`config.mk`:
```
export PLATFORM = sky130hd
export DESIGN_NAME = rhkv_hash
export DESIGN_NICKNAME = d
export VERILOG_FILES = /design/src/rhkv_pkg.sv /design/src/rhkv_hash.sv
export SDC_FILE = /design/constraint.sdc
export NUM_CORES = 1
export LEC_CHECK = 0
export ABC_AREA = 0
export BUFFER_PORTS_ARGS = -buffer_cell sky130_fd_sc_hd__buf_4
export CAP_MARGIN = 30
export CORE_MARGIN = 4
export CORE_UTILIZATION = 60
export CTS_CLUSTER_DIAMETER = 60
export DETAILED_ROUTE_END_ITERATION = 10
export PLACE_DENSITY = 0.8
export REMOVE_ABC_BUFFERS = 1
export SLEW_MARGIN = 10
export SYNTH_ARGS = -nofsm -noshare
export SYNTH_HDL_FRONTEND = slang
export SYNTH_SLANG_ARGS = --single-unit
```
`constraint.sdc`:
```
create_clock -name clk -period 10.6 [get_ports clk]
set_input_delay 0.53 -clock clk [delete_from_list [all_inputs] [get_ports clk]]
set_output_delay 0.53 -clock clk [all_outputs]
set_load 0.01 [all_outputs]
```
`src/rhkv_pkg.sv`:
```
// Shared types, constants and codes for the Robin Hood key/value table.
// Used by the channel interfaces, the hash unit, the slot store and the top level.
// No dependencies.
package rhkv_pkg;

  // Table geometry (SLOTS must be a power of two: home slot is the low hash bits)
  localparam int SLOTS      = 1024;
  localparam int SLOT_BITS  = $clog2(SLOTS);
  localparam int CNT_BITS   = SLOT_BITS + 1;
  localparam int KEY_BITS   = 64;
  localparam int KEY_BYTES  = 8;
  localparam int VALUE_BITS = 32;
  localparam int HASH_BITS  = 32;
  localparam int BCNT_BITS  = (KEY_BYTES > 1) ? $clog2(KEY_BYTES) : 1;

  localparam logic [KEY_BITS-1:0] KEY_MASK = {KEY_BITS{1'b1}} >> (KEY_BITS - 8 * KEY_BYTES);

  // FNV-1a 32-bit constants
  localparam logic [HASH_BITS-1:0] FNV_OFFSET = 32'd2166136261;
  localparam logic [HASH_BITS-1:0] FNV_PRIME  = 32'd16777619;

  // Operation codes
  localparam logic OP_GET = 1'b0;
  localparam logic OP_PUT = 1'b1;

  // Result status codes
  typedef enum logic [1:0] {
    ST_OK   = 2'd0,
    ST_MISS = 2'd1,
    ST_FULL = 2'd2
  } status_t;

  // Sequencer states
  typedef enum logic [2:0] {
    S_CLEAR,
    S_IDLE,
    S_HASH,
    S_FIND,
    S_INSERT,
    S_RESP
  } state_t;

  // One stored slot
  typedef struct packed {
    logic                  valid;
    logic [KEY_BITS-1:0]   key;
    logic [SLOT_BITS-1:0]  distance;
    logic [VALUE_BITS-1:0] value;
  } slot_t;

endpackage

```
`src/rhkv_hash.sv`:
```
// Iterative FNV-1a hash unit: one key byte per cycle through one 32x32 multiplier.
// Depends on rhkv_pkg.
module rhkv_hash (
  input  logic                             clk,
  input  logic                             rst,
  input  logic                             start,
  input  logic [rhkv_pkg::KEY_BITS-1:0]    key,
  output logic                             done,
  output logic [rhkv_pkg::HASH_BITS-1:0]   hash
);

  logic                             busy;
  logic [rhkv_pkg::BCNT_BITS-1:0]   bcnt;
  logic [rhkv_pkg::KEY_BITS-1:0]    key_sh;
  logic [rhkv_pkg::HASH_BITS-1:0]   h_x;
  logic [rhkv_pkg::HASH_BITS-1:0]   h_mul;

  // Fold in the low byte, then multiply by the prime (kept to 32 bits)
  assign h_x   = hash ^ {{(rhkv_pkg::HASH_BITS-8){1'b0}}, key_sh[7:0]};
  assign h_mul = h_x * rhkv_pkg::FNV_PRIME;

  // Control: run KEY_BYTES steps, pulse done after the last
  always_ff @(posedge clk) begin
    if (rst) begin
      busy <= 1'b0;
      done <= 1'b0;
      bcnt <= '0;
    end else begin
      done <= 1'b0;
      if (start) begin
        busy <= 1'b1;
        bcnt <= '0;
      end else if (busy) begin
        bcnt <= bcnt + 1'b1;
        if (bcnt == rhkv_pkg::BCNT_BITS'(rhkv_pkg::KEY_BYTES - 1)) begin
          busy <= 1'b0;
          done <= 1'b1;
        end
      end
    end
  end

  // Datapath: load offset and key, then advance one byte a cycle
  always_ff @(posedge clk) begin
    if (start) begin
      hash   <= rhkv_pkg::FNV_OFFSET;
      key_sh <= key;
    end else if (busy) begin
      hash   <= h_mul;
      key_sh <= key_sh >> 8;
    end
  end

endmodule

```
==> Word level (Yosys, flattened, before mapping) <==
Index checks and enable logic that the tools add are counted.
{ "classes": {"add_sub_neg": 1, "multipliers": 1, "n_eq_ne": 1, "mux": 6, "bitwise_logic": 2, "reduce_logical": 3} }
{ "ops": {"columns": ["operator", "n"], "rows": [
  ["$mux 64", 2],
  ["$mul 32x25->32 const B", 1],
  ["$xor 32x8->32", 1],
  ["$mux 1", 4],
  ["$add 3x1->3 const B", 1],
  ["$eq 3x3->1 const B", 1],
  ["$reduce_or 3->1", 1],
  ["$reduce_bool 2->1", 1],
  ["$reduce_or 2->1", 1],
  ["$not 1->1", 1]
]} }
{ "totals": {"regBits": 101, "in_bits": 67, "output_inout_bits": 33, "word_cells": 19} }

==> Longest topological paths before layout <==
Gate-level depths: netlist (run 1).
{ "logic_depth": {"word_depth": 4, "mapped_depth": 23, "mapped_depth_nobuf": 22} }

==> Worst setup path after synthesis (run 1) <==
OpenSTA, ideal clock, no wires.
{ "synth_path": {"path_kind": "reg2reg", "from": "register hash[5] (netlist bit)", "to": "register hash[28] (netlist bit)", "setup_ps": 79, "arrival_time_ps": 5012, "required_ps": 10521, "setup_slack_ps": 5509, "stages_incl_launch_ff": 21, "n_path_buf": 1, "period_less_slack_ps": 5091, "cell_sequence": "dfxtp_1 -> xor2_1 -> ha_1 -> ha_1 -> fa_1 -> ha_1 -> fa_1 -> ha_1 -> inv_1 -> fa_1 -> inv_1 -> ha_1 -> clkbuf_1 -> and3_1 -> nor2b_1 -> a31oi_1 -> nand2_1 -> a311oi_4 -> a21oi_1 -> a31o_1 -> a211oi_2"} }
{ "synth_via": {"elab_chain_len": 2} }
{ "synth_rtl": {"columns": ["element", "line_no", "text"], "rows": [
  ["from (decl)", "rhkv_hash.sv:9", "output logic [rhkv_pkg::HASH_BITS-1:0] hash"],
  ["from (signal assigned)", "rhkv_hash.sv:46", "hash <= rhkv_pkg::FNV_OFFSET;"],
  ["from (signal assigned)", "rhkv_hash.sv:49", "hash <= h_mul;"],
  ["$xor 32x8->32", "rhkv_hash.sv:19", "assign h_x = hash ^ {{(rhkv_pkg::HASH_BITS-8){1'b0}}, key_sh[7:0]};"],
  ["$mul 32x25->32", "rhkv_hash.sv:20", "assign h_mul = h_x * rhkv_pkg::FNV_PRIME;"]
]} }
No other way between the ends.
A chain may end at the register's enable or synchronous reset.

==> Worst setup path in the final report (run 1) <==
{ "layout_path": {"from": "register key_sh[6] (netlist bit)", "to": "register hash[28] (netlist bit)"} }
{ "layout_via": {"elab_chain_len": 2} }
{ "layout_rtl": {"columns": ["element", "line_no", "text"], "rows": [
  ["from (decl)", "rhkv_hash.sv:14", "logic [rhkv_pkg::KEY_BITS-1:0] key_sh;"],
  ["from (signal assigned)", "rhkv_hash.sv:47", "key_sh <= key;"],
  ["from (signal assigned)", "rhkv_hash.sv:50", "key_sh <= key_sh >> 8;"],
  ["$xor 32x8->32", "rhkv_hash.sv:19", null],
  ["$mul 32x25->32", "rhkv_hash.sv:20", null]
]} }
No other way between the ends.

==> run summary, run 1 <==
======================================================================================================
RSZ-0062 raised after global routing ....................................................           no
Run status .............................................................................. finished, final reports clean
Vias in the first global route ..........................................................        6,698
Diode count .............................................................................            0
Chain of cells forming the critical path ................................................ xor2_1, ha_1, ha_1, fa_1, ha_1, fa_1, ha_1, inv_1, fa_1, inv_1, ha_1, a21o_1, a21o_1, a2111oi_4, nor4b_1, a311oi_4, a21oi_1, a31o_1, a211oi_2
Average wire per cell in the routed design .............................................. 17.07 microns
Die Span Y .............................................................................. 135.1 microns
Count of yosys warnings during synthesis ................................................            0
Maximum clock insertion buffer count ....................................................            2
Worst-Skew Late Latency .................................................................      0.36 ns
Post-cts gate resize count ..............................................................            0
Critical path start-end classification .................................................. flop to flop
Number of synthesized register bits .....................................................          101
Layout overhead on the synthesized area .................................................       13.27%
Clock Sink Count ........................................................................          101
Number of optimization iterations in the first detailed-route pass ......................            5
Number of max-slew violations in the final report .......................................            0
Accumulated negative setup slack ........................................................         0 ns
Core Rows ...............................................................................           46
Post-synthesis instance area ............................................................ 0.009691 sq mm
Starting density of the core ............................................................       0.6123
Average via count per standard cell .....................................................        5.503
Filler cells ............................................................................        1,198
Portion of the post-synthesis area used by sequential elements ..........................       0.2748
Critical-path cell with the highest stage delay ......................................... sky130_fd_sc_hd__xor2_1
Relative slew slack .....................................................................       0.3983
Post-layout minimum cycle time ..........................................................     5.654 ns
Layout cells sized above 1 ..............................................................       0.1955
First-pass GRT wire length .............................................................. 33,260 microns
Initial antenna violation count .........................................................            0
Overall routing resource usage ..........................................................       0.2331
Largest driver fanout on the critical path ..............................................            6
Hold buffer count at cts ................................................................            0
Mapped Avg Cell Area ....................................................................  11.02 sq um
Startpoint types ........................................................................         flop
Final HPWL from detailed placement ...................................................... 16,440 microns
GP Congestion ...........................................................................       0.9012
Achievable clock frequency ..............................................................    176.9 MHz
Number of design rule violations left after detail routing ..............................            0
CTS H-tree depth ........................................................................            3
Remaining number of nets flagged by the antenna check after routing .....................            0
Ys async rst share ......................................................................            0
Port Buf Inserts ........................................................................           99
Worst Path Arrival ......................................................................      5.94 ns
Layout net count ........................................................................        1,298
Maximum number of pins on one net before global-route repair ............................           65
IO Pins .................................................................................          100
X dimension of the die .................................................................. 135.1 microns
Grt total ovfl ..........................................................................            0
Dominant register cell in the synthesized netlist ....................................... sky130_fd_sc_hd__edfxtp_1
Buffers inserted by post-CTS timing repair ..............................................            0
Kind of path behind the tightest hold check ............................................. input pin to flop
Clock buffers created by TritonCTS ......................................................            9
Standard cell core area ................................................................. 0.01583 sq mm
Count of maximum capacitance violations .................................................            0
DR vias .................................................................................        6,565
WL final ................................................................................ 20,360 microns
Number of cells produced by synthesis ...................................................          879
Finish-stage setup viols ................................................................            0
Netlist cell types ......................................................................           61
Largest clock skew in the final design ..................................................  0.009050 ns
Initial detailed-routing violation count ................................................          367
Worst endpoint required time ............................................................     10.88 ns
Die area ................................................................................ 0.01825 sq mm
Measured slew at the worst slew-check pin ...............................................    0.8995 ns
Final clock period utilization by the worst path ........................................       0.5334
Root Buffer ............................................................................. sky130_fd_sc_hd__clkbuf_16
Clock tree from TritonCTS ...............................................................          yes
Number of synthesized flops with an enable pin ..........................................           64
Crit path top cell by count ............................................................. sky130_fd_sc_hd__ha_1
Clock transition at the register clock pins on the worst setup and hold paths after CTS .      0.07 ns
Critical path endpoint category .........................................................         flop
Number of endpoints with negative hold slack in the final report ........................            0
Stage delay of the slowest cell on the critical path ....................................      0.58 ns
======================================================================================================
==> per-layer routing <==
metal / up-vias / share of wire / global-route usage
met1: 3175 / 0.41 / 0.2880
met5: - / 0 / 0
met4: 0 / 0.031 / 0.08903
met3: 50 / 0.059 / 0.04881
met2: 181 / 0.50 / 0.4018
li1: 3159 / - / -
==> flip-flops by register name (all words and copies together), names as in the netlist <==
register	cells
key_sh	64
hash	32
bcnt	3
busy	1
done	1
==> final cells by class <==
cell class / instances / area [sq um] / share of cell area
Inverter: 183 / 686.9 / 0.06258
Clock inverter: 7 / 95.09 / 0.008663
Clock buffer: 9 / 225.2 / 0.02052
Tap cell: 216 / 270.3 / 0.02462
Timing Repair Buffer: 104 / 780.7 / 0.07113
Sequential cell: 101 / 2663 / 0.2426
Multi-Input combinational cell: 573 / 6256 / 0.5699
==> worst paths after layout <==
path	endpoint	depth (start not counted)	startpoint	slack (ns)
setup / recovery	hash[28]$_SDFFE_PP0P_	19	key_sh[6]$_DFFE_PP_	4.95
hold / removal	busy$_SDFF_PP0_	2	rst	0.37
setup reg to reg	hash[28]$_SDFFE_PP0P_	19	key_sh[6]$_DFFE_PP_	4.95
hold reg to reg	hash[5]$_SDFFE_PP0P_	2	hash[5]$_SDFFE_PP0P_	0.52
==> cells by family (layout without fill, tap and decap cells) <==
logic type	Yosys count	in the layout	synth area share
adders and majority gates	259	259	0.3917
buffers and inverters	205	303	0.07966
AOI/OAI and AO/OA	110	110	0.08599
DFF	101	101	0.2748
and+or+nand+nor	85	85	0.04467
muxes	64	64	0.07347
xor gates and xnor gates	55	55	0.04971
==> Yosys cell counts, types with 2 or more instances <==
master                     instances  area (sq um)
sky130_fd_sc_hd__dfxtp_1          37         740.7
sky130_fd_sc_hd__clkbuf_1         17         63.81
sky130_fd_sc_hd__a211oi_2          2         25.02
sky130_fd_sc_hd__o211ai_1          2         15.01
sky130_fd_sc_hd__o21ai_0           7         35.03
sky130_fd_sc_hd__mux2i_1           7         70.07
sky130_fd_sc_hd__buf_1             3         11.26
sky130_fd_sc_hd__edfxtp_1         64          1922
sky130_fd_sc_hd__nor3_1            4         20.02
sky130_fd_sc_hd__a211o_1           3         26.28
sky130_fd_sc_hd__nor2b_1           6         37.54
sky130_fd_sc_hd__buf_2             2         10.01
sky130_fd_sc_hd__o21bai_1          3         22.52
sky130_fd_sc_hd__ha_1            185          2315
sky130_fd_sc_hd__o211ai_2          2         25.02
sky130_fd_sc_hd__a211oi_1          3         22.52
sky130_fd_sc_hd__and2_1           12         75.07
sky130_fd_sc_hd__a31oi_1           7         43.79
sky130_fd_sc_hd__o31ai_1           3         22.52
sky130_fd_sc_hd__nand2_1          12         45.04
sky130_fd_sc_hd__xnor2_1          31         271.5
sky130_fd_sc_hd__mux2_2           56         630.6
sky130_fd_sc_hd__o21ai_1           4         20.02
sky130_fd_sc_hd__nand3b_1          2         15.01
sky130_fd_sc_hd__or3_1             2         12.51
sky130_fd_sc_hd__xor2_1           24         210.2
sky130_fd_sc_hd__and3_1            2         12.51
sky130_fd_sc_hd__a21oi_1          33         165.2
sky130_fd_sc_hd__inv_1           183         686.9
sky130_fd_sc_hd__a21o_1           13         97.59
sky130_fd_sc_hd__nor2_1           28         105.1
sky130_fd_sc_hd__o21a_1            3         22.52
sky130_fd_sc_hd__nand4_1           4         25.02
sky130_fd_sc_hd__a22o_1            9         78.83
sky130_fd_sc_hd__nand3_1           5         25.02
sky130_fd_sc_hd__fa_1             74          1481
==> worst max-delay path: cells and delay by family, from the launching register on <==
kind,cells,cell delay (ns)
AOI/OAI and AO/OA,7,1.59
xor gates and xnor gates,1,0.58
adders and majority gates,8,2.78
buffers and inverters,2,0.09
DFF,1,0.38
and+or+nand+nor,1,0.14
==> stage by stage <==
stage	area, sq um	std cells	setup WS (ns)	utilization	hold slack, ns
finish	10980	1193	4.946	0.6935	0.3702
floorplan	9605	857	5.529	-	0.4972
CTS	10980	1193	4.891	0.6935	0.3555
global route	10980	1193	4.695	0.6935	0.3642
detailed placement	10660	1177	4.916	0.6733	0.5086
global placement	10650	1176	5.055	0.6728	0.5036
==> layout by cell type (no fill, tap or decap), types with 9 or more instances in the layout <==
cell type / n
sky130_fd_sc_hd__a21o_1: 13
sky130_fd_sc_hd__a21oi_1: 33
sky130_fd_sc_hd__a22o_1: 9
sky130_fd_sc_hd__and2_1: 12
sky130_fd_sc_hd__buf_4: 104
sky130_fd_sc_hd__clkbuf_16: 9
sky130_fd_sc_hd__dfxtp_1: 37
sky130_fd_sc_hd__edfxtp_1: 64
sky130_fd_sc_hd__fa_1: 74
sky130_fd_sc_hd__ha_1: 185
sky130_fd_sc_hd__inv_1: 182
sky130_fd_sc_hd__mux2_2: 56
sky130_fd_sc_hd__nand2_1: 12
sky130_fd_sc_hd__nor2_1: 28
sky130_fd_sc_hd__xnor2_1: 31
sky130_fd_sc_hd__xor2_1: 24
Power of run 1 is left out: the tool's default activity adds up to more than one toggle a clock period on the data nets, which glitch-free logic cannot reach.
==> inputs of run 2 (changes only) <==
==> constraint.sdc (replaced) <==
create_clock -name clk -period 5.7 [get_ports clk]
set_input_delay 0.285 -clock clk [delete_from_list [all_inputs] [get_ports clk]]
set_output_delay 0.285 -clock clk [all_outputs]
set_load 0.01 [all_outputs]
==> run summary, run 2 (synthesis gave the netlist of run 1 again) <==
======================================================================================================
Run status .............................................................................. finished, final reports clean
Number of design rule violations left after detail routing ..............................            0
Number of endpoints with negative hold slack in the final report ........................            0
Worst Path Arrival ......................................................................      5.63 ns
Crit path top cell by count ............................................................. sky130_fd_sc_hd__ha_1
Minimum hold slack ......................................................................    0.1203 ns
Initial detailed-routing violation count ................................................          302
First-pass GRT wire length .............................................................. 33,430 microns
Layout overhead on the synthesized area .................................................       15.08%
Buffers inserted by post-CTS timing repair ..............................................            0
Destination of the worst register-to-register timing path ............................... hash[28]$_SDFFE_PP0P_
Average via count per standard cell .....................................................        5.333
Clock transition at the register clock pins on the worst setup and hold paths after CTS .      0.07 ns
Number of optimization iterations in the first detailed-route pass ......................            4
Most frequent standard cell in the layout excluding fill and tap cells .................. sky130_fd_sc_hd__ha_1
Flop2flop setup slack ...................................................................      0.35 ns
Hold endpoint ........................................................................... bcnt[0]$_SDFFE_PP0P_
Filler cells ............................................................................        1,191
Flip-flop count of the largest register after layout ....................................           64
Die Span Y .............................................................................. 135.1 microns
Finish-stage setup viols ................................................................            0
Port Buf Inserts ........................................................................           99
PnR worst setup slack ...................................................................    0.3509 ns
Measured slew at the worst slew-check pin ...............................................    0.7755 ns
RSZ-0062 raised after global routing ....................................................           no
Final clock period utilization by the worst path ........................................       0.9384
Grt total ovfl ..........................................................................            0
Post-cts gate resize count ..............................................................            0
Count of maximum capacitance violations .................................................            0
Hold buffer count at cts ................................................................            0
Register ranked first by flip-flop count ................................................       key_sh
Origin of the critical flop-to-flop path ................................................ hash[7]$_SDFFE_PP1P_
Layout net count ........................................................................        1,321
Clock tree from TritonCTS ...............................................................          yes
Worst endpoint required time ............................................................      5.98 ns
Largest clock skew in the final design ..................................................  0.008620 ns
Accumulated negative setup slack ........................................................         0 ns
Critical-path cell with the highest stage delay ......................................... sky130_fd_sc_hd__fa_1
Standard cell core area ................................................................. 0.01583 sq mm
DR vias .................................................................................        6,485
Overall routing resource usage ..........................................................       0.2331
Worst-Skew Late Latency .................................................................      0.36 ns
Root Buffer ............................................................................. sky130_fd_sc_hd__clkbuf_16
Register area ........................................................................... 0.002663 sq mm
Combined area of the multi-input logic cells ............................................ 0.006256 sq mm
Maximum clock insertion buffer count ....................................................            2
Post-layout minimum cycle time ..........................................................     5.349 ns
X dimension of the die .................................................................. 135.1 microns
Top flop regs ........................................................................... key_sh: 64 flops, hash: 32 flops, bcnt: 3 flops
Critical path start-end classification .................................................. flop to flop
Worst Setup SP .......................................................................... hash[7]$_SDFFE_PP1P_
Average wire per cell in the routed design .............................................. 16.48 microns
Number of max-slew violations in the final report .......................................            0
Kind of path behind the tightest hold check ............................................. input pin to flop
Stage delay of the slowest cell on the critical path ....................................      0.51 ns
Post-Route Utilization ..................................................................       0.7046
Largest driver fanout on the critical path ..............................................            6
Remaining number of nets flagged by the antenna check after routing .....................            0
Hold path cells .........................................................................            2
CTS H-tree depth ........................................................................            3
Worst-case reg-to-reg path depth ........................................................           21
Origin of the worst min-delay path ......................................................          rst
Final HPWL from detailed placement ...................................................... 16,360 microns
Maximum number of pins on one net before global-route repair ............................           63
Achievable clock frequency ..............................................................    186.9 MHz
GP Congestion ...........................................................................       0.9011
Relative slew slack .....................................................................       0.4830
Clock Sink Count ........................................................................          101
Startpoint types ........................................................................         flop
Layout cells sized above 1 ..............................................................       0.2140
Initial antenna violation count .........................................................            0
Starting density of the core ............................................................       0.6123
Vias in the first global route ..........................................................        6,774
IO Pins .................................................................................          100
Core Rows ...............................................................................           46
WL final ................................................................................ 20,040 microns
Diode count .............................................................................            0
Chain of cells forming the critical path ................................................ xor2_1, ha_1, ha_1, fa_1, ha_1, inv_1, fa_1, inv_1, ha_1, inv_1, fa_1, inv_1, ha_1, a21o_1, a21o_1, a2111oi_4, nor4b_1, a311oi_4, a21oi_1, a31o_1, a211oi_2
Critical path endpoint category .........................................................         flop
Worst Setup Slack post-DPL ..............................................................    0.3471 ns
Commonest cells after routing, fill and taps aside ...................................... 185 x sky130_fd_sc_hd__ha_1, 182 x sky130_fd_sc_hd__inv_1, 127 x sky130_fd_sc_hd__buf_4, 74 x sky130_fd_sc_hd__fa_1, 64 x sky130_fd_sc_hd__edfxtp_1
Die area ................................................................................ 0.01825 sq mm
Clock buffers created by TritonCTS ......................................................            9
======================================================================================================
run 2: changes by cell type in the layout (fill, tap and decap cells not counted), sizes merged:
cell / previous run / this run
buf: 104 / 127
run 2: cell type report:
cell class	instances	area share
inverter	183	0.06160
multi-input combinational	573	0.5610
tap	216	0.02423
clock inverter	7	0.008751
timing repair buffer	127	0.08549
sequential	101	0.2388
clock buffer	9	0.02020
run 2: per-stage QoR:
step	area (sq um)	std cells
floorplan	9605	857
global placement	10820	1199
detailed placement	10830	1200
CTS	11150	1216
global route	11150	1216
finish	11150	1216
run 2: worst max-delay path by stage:
stage | end | slack [ns] | cells past startpoint
2_1_floorplan | hash[28]$_SDFFE_PP0P_ | 0.63 | 21
3_3_place_gp | hash[28]$_SDFFE_PP0P_ | 0.41 | 21
3_5_place_dp | hash[28]$_SDFFE_PP0P_ | 0.35 | 21
4_1_cts | hash[28]$_SDFFE_PP0P_ | 0.33 | 21
5_1_grt | hash[28]$_SDFFE_PP0P_ | 0.04 | 20
6_report | hash[28]$_SDFFE_PP0P_ | 0.35 | 21
run 2: critical path: cells and delay by family, from the launching register on:
kind | cells | cell delay, ns
compound gates | 7 | 1.58
xor+xnor | 1 | 0.28
fa+ha+maj | 8 | 2.70
buf+inv | 4 | 0.16
flops | 1 | 0.41
simple gates | 1 | 0.14
run 2: metal layers:
layer	track usage	routed length [microns]
met1	0.3013	8640
met2	0.3921	9596
met3	0.04359	1238
met4	0.08567	565
met5	0	0
Power of run 2 is left out for the same reason.
==> inputs of run 3 (changes only) <==
--- a/config.mk
+++ b/config.mk
@@ -10,6 +10,7 @@
 export CAP_MARGIN = 30
 export CORE_MARGIN = 4
 export CORE_UTILIZATION = 60
+export CTS_BUF_LIST = sky130_fd_sc_hd__clkbuf_8
 export CTS_CLUSTER_DIAMETER = 60
 export DETAILED_ROUTE_END_ITERATION = 10
 export PLACE_DENSITY = 0.8
==> run summary, run 3 (synthesis gave the netlist of run 1 again) <==
======================================================================================================
Hold buffer count at cts ................................................................            0
DR vias .................................................................................        6,494
Crit path top cell by count ............................................................. sky130_fd_sc_hd__ha_1
Clock Sink Count ........................................................................          101
Register area ........................................................................... 0.002663 sq mm
Final clock period utilization by the worst path ........................................       0.9393
Worst-Skew Late Latency .................................................................      0.38 ns
Flip-flop count of the largest register after layout ....................................           64
Layout net count ........................................................................        1,321
Met3 wire len ........................................................................... 1292 microns
First-pass GRT wire length .............................................................. 33,490 microns
Chain of cells forming the critical path ................................................ xor2_1, ha_1, ha_1, fa_1, ha_1, inv_1, fa_1, inv_1, ha_1, inv_1, fa_1, inv_1, ha_1, a21o_1, a21o_1, a2111oi_4, nor4b_1, a311oi_4, a21oi_1, a31o_1, a211oi_2
Vias in the first global route ..........................................................        6,814
Final HPWL from detailed placement ...................................................... 16,360 microns
Relative slew slack .....................................................................       0.4828
Destination of the worst register-to-register timing path ............................... hash[28]$_SDFFE_PP0P_
WL final ................................................................................ 19,960 microns
Combined area of the multi-input logic cells ............................................ 0.006256 sq mm
Largest clock skew in the final design ..................................................   0.01338 ns
Number of max-slew violations in the final report .......................................            0
Layout overhead on the synthesized area .................................................       14.03%
Worst Path Arrival ......................................................................      5.66 ns
X dimension of the die .................................................................. 135.1 microns
Average via count per standard cell .....................................................        5.340
Worst endpoint required time ............................................................      6.01 ns
Number of endpoints with negative hold slack in the final report ........................            0
Top flop regs ........................................................................... key_sh: 64 flops, hash: 32 flops, bcnt: 3 flops
DP Area ................................................................................. 0.01083 sq mm
Standard cell core area ................................................................. 0.01583 sq mm
Critical path endpoint category .........................................................         flop
Measured slew at the worst slew-check pin ...............................................    0.7758 ns
Remaining number of nets flagged by the antenna check after routing .....................            0
Clock transition at the register clock pins on the worst setup and hold paths after CTS .      0.11 ns
Worst-case reg-to-reg path depth ........................................................           21
Met2 routed WL .......................................................................... 9582 microns
Buffers inserted by post-CTS timing repair ..............................................            0
Initial antenna violation count .........................................................            0
Post-layout minimum cycle time ..........................................................     5.354 ns
Die Span Y .............................................................................. 135.1 microns
Clock buffers created by TritonCTS ......................................................            9
Commonest cells after routing, fill and taps aside ...................................... 185 x sky130_fd_sc_hd__ha_1, 182 x sky130_fd_sc_hd__inv_1, 127 x sky130_fd_sc_hd__buf_4, 74 x sky130_fd_sc_hd__fa_1, 64 x sky130_fd_sc_hd__edfxtp_1
Critical-path cell with the highest stage delay ......................................... sky130_fd_sc_hd__fa_1
Average wire per cell in the routed design .............................................. 16.41 microns
Met1 Routed Length ...................................................................... 8592 microns
Register ranked first by flip-flop count ................................................       key_sh
Most frequent standard cell in the layout excluding fill and tap cells .................. sky130_fd_sc_hd__ha_1
Number of optimization iterations in the first detailed-route pass ......................            4
Root Buffer ............................................................................. sky130_fd_sc_hd__clkbuf_8
Overall routing resource usage ..........................................................       0.2330
Count of maximum capacitance violations .................................................            0
Filler cells ............................................................................        1,206
Stage delay of the slowest cell on the critical path ....................................      0.51 ns
Initial detailed-routing violation count ................................................          259
Core Rows ...............................................................................           46
Grt total ovfl ..........................................................................            0
GP Congestion ...........................................................................       0.9011
Achievable clock frequency ..............................................................    186.8 MHz
Cell area after layout .................................................................. 0.01105 sq mm
Post-cts gate resize count ..............................................................            0
Kind of path behind the tightest hold check ............................................. input pin to flop
Number of design rule violations left after detail routing ..............................            0
Largest driver fanout on the critical path ..............................................            6
IO Pins .................................................................................          100
Maximum clock insertion buffer count ....................................................            2
Origin of the critical flop-to-flop path ................................................ hash[7]$_SDFFE_PP1P_
Capturing element of the worst setup path ............................................... hash[28]$_SDFFE_PP0P_
Port Buf Inserts ........................................................................           99
Flop2flop setup slack ...................................................................      0.35 ns
Accumulated negative setup slack ........................................................         0 ns
RSZ-0062 raised after global routing ....................................................           no
Die area ................................................................................ 0.01825 sq mm
Run status .............................................................................. finished, final reports clean
Worst Setup SP .......................................................................... hash[7]$_SDFFE_PP1P_
Max Used Layer ..........................................................................         met4
Startpoint types ........................................................................         flop
Diode count .............................................................................            0
Layout cells sized above 1 ..............................................................       0.2140
Starting density of the core ............................................................       0.6123
Clock tree from TritonCTS ...............................................................          yes
Maximum number of pins on one net before global-route repair ............................           63
CTS H-tree depth ........................................................................            3
Finish-stage setup viols ................................................................            0
Critical path start-end classification .................................................. flop to flop
======================================================================================================
## run 3: layout make-up
| type | instances | share of cell area |
|---|---|---|
| Inverter | 183 | 0.06216 |
| Multi-Input combinational cell | 573 | 0.5661 |
| Timing Repair Buffer | 127 | 0.08628 |
| Clock buffer | 9 | 0.01121 |
| Tap cell | 216 | 0.02446 |
| Clock inverter | 7 | 0.008832 |
| Sequential cell | 101 | 0.2409 |
## run 3: worst max-delay path, delay by kind of cell (launching register included)
kind | cells | cell delay (ns)
AOI/OAI and AO/OA | 7 | 1.59
and+or+nand+nor | 1 | 0.14
xor gates and xnor gates | 1 | 0.28
buffers and inverters | 4 | 0.16
DFF | 1 | 0.42
adders and majority gates | 8 | 2.70
## run 3: how the worst min path moves through the flow
stage	start	cells past startpoint	endpoint	slack (ns)
final	rst	2	bcnt[0]$_SDFFE_PP0P_	0.09
after global routing	rst	2	bcnt[0]$_SDFFE_PP0P_	0.07
after CTS	rst	2	bcnt[0]$_SDFFE_PP0P_	0.07
after detailed placement	rst	2	busy$_SDFF_PP0_	0.50
after global placement	rst	2	bcnt[0]$_SDFFE_PP0P_	0.49
after floorplan	start	1	hash[28]$_SDFFE_PP0P_	0.35
## run 3: routing by layer
metal | up-vias | track usage
met4 | 0 | 0.07111
met5 | - | 0
li1 | 3200 | -
met3 | 28 | 0.05067
met2 | 154 | 0.3966
met1 | 3112 | 0.2987
## run 3: metrics by stage
step	instances	setup slack (ns)	hold slack, ns	utilization
2_1_floorplan	857	0.6286	0.3496	-
3_3_place_gp	1199	0.4134	0.4928	0.6837
3_5_place_dp	1200	0.3471	0.4955	0.6842
4_1_cts	1216	0.3221	0.07328	0.6982
5_1_grt	1216	0.03393	0.07463	0.6982
6_report	1216	0.3458	0.09221	0.6982
Power of run 3 is left out for the same reason.
